$ cat config.mk
export PLATFORM = sky130hd
export DESIGN_NAME = top_k_score_selector_core
export DESIGN_NICKNAME = d
export VERILOG_FILES = /design/src/rtl/tksel_pkg.sv /design/src/rtl/tksel_cell.sv /design/src/rtl/top_k_score_selector_core.sv
export SDC_FILE = /design/constraint.sdc
export NUM_CORES = 2
export LEC_CHECK = 0
export BUFFER_PORTS_ARGS = -buffer_cell sky130_fd_sc_hd__buf_4
export CORE_UTILIZATION = 45
export CTS_CLUSTER_DIAMETER = 150
export CTS_CLUSTER_SIZE = 20
export DETAILED_ROUTE_END_ITERATION = 16
export PLACE_DENSITY = 0.6
export SYNTH_ARGS = -nofsm -noshare
export SYNTH_HDL_FRONTEND = slang
export SYNTH_SLANG_ARGS = --single-unit
$ cat constraint.sdc
create_clock -name clk_i -period 6.9 [get_ports clk_i]
set_input_delay 1.38 -clock clk_i [delete_from_list [all_inputs] [get_ports clk_i]]
set_output_delay 1.38 -clock clk_i [all_outputs]
set_load 0.005 [all_outputs]
$ cat src/rtl/tksel_pkg.sv
`timescale 1ns / 1ps
// Shared types, constants and ranking function of the top-k score selector.
// No dependencies; used by tksel_cell, top_k_score_selector_core, tksel_checker and tb.
package tksel_pkg;

  localparam int unsigned CapacityK = 16;
  localparam int unsigned CntW      = $clog2(CapacityK + 1);
  localparam int unsigned LimW      = 7;
  localparam int unsigned ScoreW    = 32;
  localparam int unsigned IdxW      = 32;

  localparam logic REQ_OFFER = 1'b0;
  localparam logic REQ_FLUSH = 1'b1;

  typedef struct packed {
    logic [ScoreW-1:0] score;
    logic [IdxW-1:0]   index;
  } entry_t;

  typedef enum logic [1:0] {
    CMD_HOLD,
    CMD_INSERT,
    CMD_SHIFT
  } cell_cmd_e;

  typedef struct packed {
    cell_cmd_e cmd;
    entry_t    newbie;
  } cell_ctrl_t;

  typedef enum logic {
    ST_IDLE,
    ST_FLUSH
  } state_e;

  // a ranks ahead of b: higher score, or equal score and lower index
  function automatic logic ranks_ahead(entry_t a, entry_t b);
    ranks_ahead = (a.score > b.score) || ((a.score == b.score) && (a.index < b.index));
  endfunction

endpackage

$ cat src/rtl/tksel_cell.sv
`timescale 1ns / 1ps
// One slot of the sorted entry chain: holds a score/index pair, inserts
// the broadcast newcomer or takes a neighbor's entry. Depends on tksel_pkg.
module tksel_cell (
  input  logic                clk_i,
  input  tksel_pkg::cell_ctrl_t ctrl_i,
  input  logic                occ_i,
  input  logic                left_ins_i,
  input  tksel_pkg::entry_t   left_i,
  input  tksel_pkg::entry_t   right_i,
  output tksel_pkg::entry_t   entry_o,
  output logic                ins_o,
  output logic                gt_o
);
  import tksel_pkg::*;

  entry_t entry_q, entry_d;

  // newcomer belongs at or before this slot
  assign ins_o   = !occ_i || ranks_ahead(ctrl_i.newbie, entry_q);
  assign gt_o    = ctrl_i.newbie.score > entry_q.score;
  assign entry_o = entry_q;

  always_comb begin
    entry_d = entry_q;
    case (ctrl_i.cmd)
      CMD_INSERT: begin
        // first slot that yields takes the newcomer, the rest take from the left
        if (ins_o) begin
          entry_d = left_ins_i ? left_i : ctrl_i.newbie;
        end
      end
      CMD_SHIFT: begin
        entry_d = right_i;
      end
      default: begin
        entry_d = entry_q;
      end
    endcase
  end

  always_ff @(posedge clk_i) begin
    entry_q <= entry_d;
  end

endmodule

$ cat src/rtl/top_k_score_selector_core.sv
`timescale 1ns / 1ps
// Top-k score selector: keeps the best-ranked candidates of a scored stream.
// Depends on tksel_pkg and tksel_cell.
//
// Usage:
//   Command channel: an item is taken at a clock edge with start high and
//   busy low. An offer (req_type_i = 0) with a nonzero score is ranked into
//   a chain of CapacityK cells (at the limit, only if above the last entry's score);
//   the whole chain compares against the newcomer in parallel and shifts
//   right behind the insertion point. Offers give no result and busy stays
//   low, so one offer a cycle. A flush (req_type_i = 1) raises busy and
//   shifts the chain left one cell a cycle, one result beat per held entry,
//   best first, the final beat with out_last_o set. Each beat is registered
//   from the head cell in the flush state; busy stays high until the last
//   held entry is shifted out. An empty store gives one beat, out_valid_o
//   low and out_last_o high, in the cycle after the flush. Results are
//   shown for one cycle under out_strobe_o; the receiver cannot stall them.
//   Configuration: cfg_valid_i/cfg_ready_o write result_limit (0 = capacity)
//   and should be used only while the block is idle.
//   Reset empties the store, clears the limit and drops any flush in flight.
module top_k_score_selector_core (
  input  logic                       clk_i,
  input  logic                       rst_ni,
  input  logic                       start,
  output logic                       busy,
  input  logic                       req_type_i,
  input  logic [tksel_pkg::ScoreW-1:0] cand_score_i,
  input  logic [tksel_pkg::IdxW-1:0]   cand_index_i,
  input  logic                       cfg_valid_i,
  output logic                       cfg_ready_o,
  input  logic [tksel_pkg::LimW-1:0]   cfg_result_limit_i,
  output logic                       out_strobe_o,
  output logic                       out_valid_o,
  output logic [tksel_pkg::IdxW-1:0]   out_index_o,
  output logic [tksel_pkg::ScoreW-1:0] out_score_o,
  output logic                       out_last_o
);
  import tksel_pkg::*;

  state_e           state_q, state_d;
  logic [CntW-1:0]  cnt_q, cnt_d;
  logic [LimW-1:0]  lim_q;
  logic [LimW-1:0]  eff_lim;
  logic [CntW-1:0]  occ_cnt;
  logic             offer_go, flush_go, below_lim, last_gt;

  cell_ctrl_t       ctrl;
  entry_t           cell_entry [CapacityK];
  entry_t           left_e     [CapacityK];
  entry_t           right_e    [CapacityK];
  logic [CapacityK-1:0] ins, gt, occ, left_ins, is_last;

  logic             strobe_q, strobe_d;
  logic             valid_q, valid_d, last_q, last_d;
  entry_t           res_q, res_d;

  assign busy        = (state_q == ST_FLUSH);
  assign cfg_ready_o = 1'b1;

  always_ff @(posedge clk_i or negedge rst_ni) begin
    if (!rst_ni) begin
      lim_q <= '0;
    end else if (cfg_valid_i && cfg_ready_o) begin
      lim_q <= cfg_result_limit_i;
    end
  end

  always_comb begin
    if (lim_q == '0 || lim_q > LimW'(CapacityK)) begin
      eff_lim = LimW'(CapacityK);
    end else begin
      eff_lim = lim_q;
    end
  end

  assign below_lim = LimW'(cnt_q) < eff_lim;
  assign last_gt   = |(gt & is_last);
  assign offer_go  = start && !busy && (req_type_i == REQ_OFFER) && (cand_score_i != '0) &&
                     (below_lim || ((cnt_q != '0) && last_gt));
  assign flush_go  = start && !busy && (req_type_i == REQ_FLUSH);
  // when full, the lowest entry is treated as gone before the insert
  assign occ_cnt   = below_lim ? cnt_q : cnt_q - CntW'(1);

  genvar gi;
  generate
    for (gi = 0; gi < CapacityK; gi++) begin : g_cell
      assign occ[gi]     = CntW'(gi) < occ_cnt;
      assign is_last[gi] = (CntW'(gi + 1) == cnt_q);
      if (gi == 0) begin : g_head
        assign left_ins[gi] = 1'b0;
        assign left_e[gi]   = '0;
      end else begin : g_mid
        assign left_ins[gi] = ins[gi-1];
        assign left_e[gi]   = cell_entry[gi-1];
      end
      if (gi == CapacityK - 1) begin : g_tail
        assign right_e[gi] = '0;
      end else begin : g_body
        assign right_e[gi] = cell_entry[gi+1];
      end
      tksel_cell u_cell (
        .clk_i      (clk_i),
        .ctrl_i     (ctrl),
        .occ_i      (occ[gi]),
        .left_ins_i (left_ins[gi]),
        .left_i     (left_e[gi]),
        .right_i    (right_e[gi]),
        .entry_o    (cell_entry[gi]),
        .ins_o      (ins[gi]),
        .gt_o       (gt[gi])
      );
    end
  endgenerate

  always_comb begin
    state_d      = state_q;
    cnt_d        = cnt_q;
    ctrl.cmd     = CMD_HOLD;
    ctrl.newbie  = '{score: cand_score_i, index: cand_index_i};
    strobe_d     = 1'b0;
    valid_d      = 1'b0;
    last_d       = 1'b0;
    res_d        = res_q;
    case (state_q)
      ST_IDLE: begin
        if (offer_go) begin
          ctrl.cmd = CMD_INSERT;
          if (below_lim) begin
            cnt_d = cnt_q + CntW'(1);
          end
        end else if (flush_go) begin
          if (cnt_q == '0) begin
            strobe_d = 1'b1;
            last_d   = 1'b1;
            res_d    = '0;
          end else begin
            state_d = ST_FLUSH;
          end
        end
      end
      ST_FLUSH: begin
        // emit the head beat and advance the chain
        ctrl.cmd = CMD_SHIFT;
        strobe_d = 1'b1;
        valid_d  = 1'b1;
        res_d    = cell_entry[0];
        last_d   = (cnt_q == CntW'(1));
        cnt_d    = cnt_q - CntW'(1);
        if (cnt_q == CntW'(1)) begin
          state_d = ST_IDLE;
        end
      end
      default: begin
        state_d = ST_IDLE;
      end
    endcase
  end

  always_ff @(posedge clk_i or negedge rst_ni) begin
    if (!rst_ni) begin
      state_q  <= ST_IDLE;
      cnt_q    <= '0;
      strobe_q <= 1'b0;
    end else begin
      state_q  <= state_d;
      cnt_q    <= cnt_d;
      strobe_q <= strobe_d;
    end
  end

  always_ff @(posedge clk_i) begin
    valid_q <= valid_d;
    last_q  <= last_d;
    res_q   <= res_d;
  end

  assign out_strobe_o = strobe_q;
  assign out_valid_o  = valid_q;
  assign out_last_o   = last_q;
  assign out_index_o  = res_q.index;
  assign out_score_o  = res_q.score;

endmodule

======== Yosys cells after proc, flatten, opt, wreduce, memory -nomap -nowiden ========
Cells that the tools add are included.
storage, ports and cells
  bits of input ports ..................... 76
  word-level logic and storage cells ...... 317
  bits in registers ....................... 1,104
  output and inout bits ................... 69
cells by class
  mux-type cells .......................... 69
  bitwise operators ....................... 3
  reduce and logical (&&, ||, !) cells .... 97
  equality and inequality tests ........... 56
  magnitude comparators ................... 50
  add/sub/neg operators ................... 2
operator list
  operator                                                              number
  64-bit two-way mux                                                    34
  64-bit case mux with 2 select lines                                   17
  32-bit == test                                                        16
  32-bit greater-than comparator                                        16
  32-bit < comparator                                                   16
  4-bit by 5-bit == test with 1-bit output (first input constant)       8
  4-bit by 5-bit < comparator with 1-bit output (first input constant)  8
  1-bit logical OR                                                      34
  2-bit AND reduction                                                   17
  2-bit by 1-bit != test with 1-bit output (second input constant)      16
  32-bit nonzero test                                                   1
  1-bit logical AND                                                     22
  3-bit by 5-bit == test with 1-bit output (first input constant)       4
  3-bit by 5-bit < comparator with 1-bit output (first input constant)  4
  1-bit logical NOT                                                     17
  16-bit bitwise AND                                                    1
  16-bit OR reduction                                                   1
  5-bit two-way mux                                                     3
  2-bit by 5-bit == test with 1-bit output (first input constant)       2
  1-bit by 5-bit < comparator with 1-bit output (first input constant)  2
  2-bit by 5-bit < comparator with 1-bit output (first input constant)  2
  2-bit != test (second input constant)                                 5
  5-bit case mux with 2 select lines                                    1
  1-bit two-way mux                                                     9
  other kinds (18)                                                      21

======== Logic depth before layout (Yosys ltp) ========
  word-level depth ........................ 11
  depth in mapped cells ................... 15
  depth with buffers taken out ............ 12

======== Hierarchy ========
A second synthesis with hierarchy kept.
second synthesis, totals
  cells, all modules ...................... 8,402
  area, all modules ....................... 81,762.2 um2
by module, submodules not included
  module                     times used  area an instance (um2)  cells each
  tksel_cell                 16          4,862.2                 505
  top_k_score_selector_core  1           3,967.6                 322

======== Least setup slack after synthesis ========
Ideal clock, no wire load.
  path kind ............................... input to register
  start ................................... input port cand_score_i[0] (netlist name)
  end ..................................... register g_cell[8].u_cell.entry_q (netlist bit g_cell[8].u_cell.entry_o[0]) (enable)
  stages on the path ...................... 12
  arrival time ............................ 5.110 ns
  buffers on the path ..................... 2
  setup slack ............................. 1.245 ns
  path through ............................ clkbuf_1 > inv_1 > ha_1 > nand4_1 > or4_1 > o41ai_1 > o22ai_1 > a31o_2 > a2111oi_4 > o41ai_2 > buf_4 > o211a_1
on the way
  cells in the longest elaborated chain, start to end .. 11
ends and longest elaborated chain
  what                                                                                                    line                               RTL
  start: declaration                                                                                      top_k_score_selector_core.sv:27    input logic [tksel_pkg::ScoreW-1:0] cand_score_i,
  32-bit greater-than comparator, on equally long branches                                                tksel_cell.sv:21, tksel_pkg.sv:38
  16-bit bitwise AND                                                                                      top_k_score_selector_core.sv:77    assign last_gt = |(gt & is_last);
  16-bit OR reduction                                                                                     top_k_score_selector_core.sv:77
  1-bit logical AND                                                                                       top_k_score_selector_core.sv:79    (below_lim || ((cnt_q != '0) && last_gt));
  1-bit logical OR                                                                                        top_k_score_selector_core.sv:79
  1-bit logical AND                                                                                       top_k_score_selector_core.sv:78    assign offer_go = start && !busy && (req_type_i == REQ_OFFER) && (cand_score_i != '0) &&
  1-bit two-way mux                                                                                       top_k_score_selector_core.sv:126   if (offer_go) begin
  2-bit case mux with 2 select lines                                                                      top_k_score_selector_core.sv:124   case (state_q)
  2-bit by 1-bit == test with 1-bit output / 2-bit == test (equally long branches)                        tksel_cell.sv:26                   case (ctrl_i.cmd)
  2-bit by 1-bit != test with 1-bit output (no source line) / 2-bit nonzero test (equally long branches)  -
  2-bit AND reduction (no source line) *                                                                  -
  end signal: assignment                                                                                  tksel_cell.sv:43                   entry_q <= entry_d;
  end: declaration                                                                                        tksel_cell.sv:17                   entry_t entry_q, entry_d;
Every way passes the cells marked *; elsewhere a longest branch is shown, timed or not.
A chain may end at the register's enable or synchronous reset.

==> run metrics <==
Iter 0 DRT Violations=about 9000; Tmin final=approximately 6 ns; Max Clk Rate=around 170 MHz; Reg area=33100 µm²; mapped cell area=a little under 80000 µm²; CTS tree=yes; critical path type=input pin to register; Worst-path clk slew=0.09 ns; Rel. slew slack=-0.0189; count of cell types in the netlist=82; GRT Residual Overflow=0; Port Buf Inserts=between 100 and 150; Fillers=15700; Pwr per Cell Area=approximately 550 nW/µm²; initial antenna violation count=16; Critical Path Fanout Max=~130; Setup TNS=0 ns; share of cells above drive strength 1=0.0576; Hold Path Class=input pin to async pin; Reg2Reg Launch Point=g_cell[8].u_cell.entry_o[58]; Syn Area/Cell=between 10 and 15 µm²; Initial Util=0.455; dpl cells=9755; Adder-Cell Fraction of Synth Area=0.164; Post-route DRC=0; xor and xnor fraction of the mapped netlist area=0.00131; dpl ws=approximately 0.44 ns; P&R area growth vs syn=6.75%; status=complete, but fails checks; Post-Synth Simple-Gate Area=0.129; Placer Congestion=just over 1; TritonCTS Buffers=61; WHS=between 0.5 and 0.6 ns; Final setup viols=0; Max Cap Viol=1; Core Region=roughly 170000 µm²; wire per inst=~30 µm; CTS Hold Buffers Added=0; R2R cell count=11; crit path DAT=6.39 ns; Slew @ Worst Pin=approximately 1.5 ns; CTS Buffer Depth=3; largest family of logic cells by synthesized area=compound AO/OA/AOI/OAI gates; Multi-input gate area=38500 µm²; post-CTS sizing=0; endpoints failing hold=0; Final Cycle Share=0.856; setup ws final=between 0.9 and 1 ns; Setup crit start=cand_score_i[31]; flip-flop and latch count after synthesis=1104; mux contribution to synthesized area=0.0118; total die area=174000 µm²; Post-synth EDFFs=about 1100; fin cells=between 9000 and 10000; failing checks=max-capacitance violations, max-slew violations; Routed Antenna Nets=0; dominant synthesized flop cell=edfxtp_1; largest net degree at the start of global routing=roughly 170; # Post-CTS Setup Buffers=0; first-pass GRT wire length=between 400000 and 500000 µm; clk_lat worst skew=between 0.7 and 0.8 ns; Worst VDD drop=around 0.00078 V; H-tree Lvls=2; DIE WIDTH=between 400 and 500 µm; Fin Clk Skew=between 0.04 and 0.05 ns; Syn Nets=8793; vias in the first global route=60000; Ports=around 150; clock sink total=1104; Leakage Power=between 30 and 40 nW; Die Y-Extent=~420 µm; unrepaired setup endpoints after global routing=no; Post-DP Area=about 80000 µm²; Slew Limit Fails=3; YS warnings=0; wirelength, routed=approximately 290000 µm; clk root buf=clkbuf_16; row cnt=~150; DR vias=~65000; nets@finish=approximately 8600; GRT Total Usage=0.323; RR Endpoint=g_cell[9].u_cell.entry_o[63]; HPWL Detailed=between 200000 and 250000 µm; post-synthesis compound-gate area fraction=0.186; Critical Path End Type=register; sequential share of the synthesized area=0.426; Gate Count Post-Synth=approximately 7700; Critical Path RT=around 7.4 ns; DR pass1 iterations=8; Avg Vias per Cell=between 6 and 7; final design area excluding fillers=roughly 83000 µm²; CP Launch Type=input pin; Async S/R FF share, synth=0.0127; reg2reg setup slack=roughly 1.4 ns
per-layer routing:
| layer | share of wire | track usage | wire length (µm) | vias up |
|---|---|---|---|---|
| met5 | 0.00023 | 0 | 67 | - |
| met4 | 0.048 | 0.135 | 13900 | 10 |
| met3 | 0.094 | 0.0467 | 27200 | 507 |
| met2 | 0.43 | 0.487 | 126000 | 3537 |
| met1 | 0.42 | 0.463 | 123000 | 32000 |
| li1 | - | - | - | 29000 |
where the power goes:
part           switching, W  total (W)  internal, W
combinational        0.0179     0.0258      0.00793
sequential          0.00205     0.0152       0.0132
clock               0.00243    0.00411      0.00168
cells in the final DEF (no fill, tap or decap), types with 20 or more instances in the layout:
cell type,Yosys,routed
nand3_1,453,453
nand2_1,474,472
a211oi_1,57,57
clkbuf_16,0,63
ha_1,1018,1018
nor2b_1,92,92
nor3_1,422,422
inv_1,1088,1088
o21ai_0,228,228
mux2i_1,81,81
clkbuf_1,356,25
nor3b_1,20,20
nand4_1,192,192
o221ai_1,330,330
buf_4,24,224
o221ai_2,40,40
a21oi_1,327,326
buf_12,0,41
o311ai_0,125,125
nor4_1,52,47
a21o_1,117,117
o211ai_1,41,41
nor2_1,239,238
edfxtp_1,1088,1088
a221o_1,394,394
worst max path at each step:
stage	endpoint
6_report	g_cell[9].u_cell.entry_o[63]
3_3_place_gp	g_cell[6].u_cell.entry_o[7]
4_1_cts	g_cell[6].u_cell.entry_o[9]
2_1_floorplan	g_cell[8].u_cell.entry_o[0]
3_5_place_dp	g_cell[6].u_cell.entry_o[6]
5_1_grt	g_cell[6].u_cell.entry_o[54]
synthesized netlist by cell type (14+ instances only):
master / n / area [µm²]
edfxtp_1: 1088 / 32700
inv_1: 1088 / 4080
ha_1: 1018 / 12700
nand2_1: 474 / 1780
nand3_1: 453 / 2270
nor3_1: 422 / 2110
a221o_1: 394 / 3940
clkbuf_1: 356 / 1340
o221ai_1: 330 / 2890
a21oi_1: 327 / 1640
nor2_1: 239 / 897
o21ai_0: 228 / 1140
nand4_1: 192 / 1200
o311ai_0: 125 / 1090
a21o_1: 117 / 878
buf_2: 93 / 465
nor2b_1: 92 / 576
mux2i_1: 81 / 811
a211oi_1: 57 / 428
nor4_1: 52 / 325
o211ai_1: 41 / 308
o221ai_2: 40 / 601
buf_1: 27 / 101
buf_4: 24 / 180
nor3b_1: 20 / 150
a221oi_1: 19 / 166
nand2b_1: 19 / 119
o21a_1: 19 / 143
a2111oi_0: 18 / 158
and4_1: 17 / 149
or4_1: 17 / 128
and3_1: 16 / 100
dfrtp_1: 14 / 350
area by class of cell:
cell class                      count  share of cell area
Antenna cell                       10            0.000302
Clock buffer                       88              0.0202
Clock inverter                      3            0.000348
Inverter                         1089              0.0495
Multi-Input combinational cell   5001               0.465
Sequential cell                  1104               0.400
Tap cell                         2295              0.0347
Timing Repair Buffer              266              0.0303
critical path, cell delays in order:
cell,delay (ns)
buf_4,0.18
buf_4,0.24
ha_1,0.36
nand4_1,0.35
nor4_1,1.23
o2111ai_1,0.52
nor2_1,0.58
a2111oi_4,0.11
o41ai_4,0.12
buf_12,0.50
mux2i_1,0.28
o21ai_1,0.09
sequential cells by signal, indices dropped and copies added (netlist names), 5 cells and up:
signal	count
out_index_o	32
cnt_q	5
lim_q	7
g_cell.u_cell.entry_o	1024
out_score_o	32
logic make-up after synthesis:
logic type      Yosys count
buf+inv                1594
xor+xnor                  9
flops                  1104
mux                      90
fa+ha+maj              1018
simple gates           2043
compound gates         1840
other cells               1
metrics by stage:
step,total power (W),util
6_report,0.0451,0.486
5_1_grt,0.0474,0.486
2_1_floorplan,0.0305,-
3_5_place_dp,0.0405,0.476
3_3_place_gp,0.0399,0.476
4_1_cts,0.0446,0.486
(Power assumes the default switching activity.)
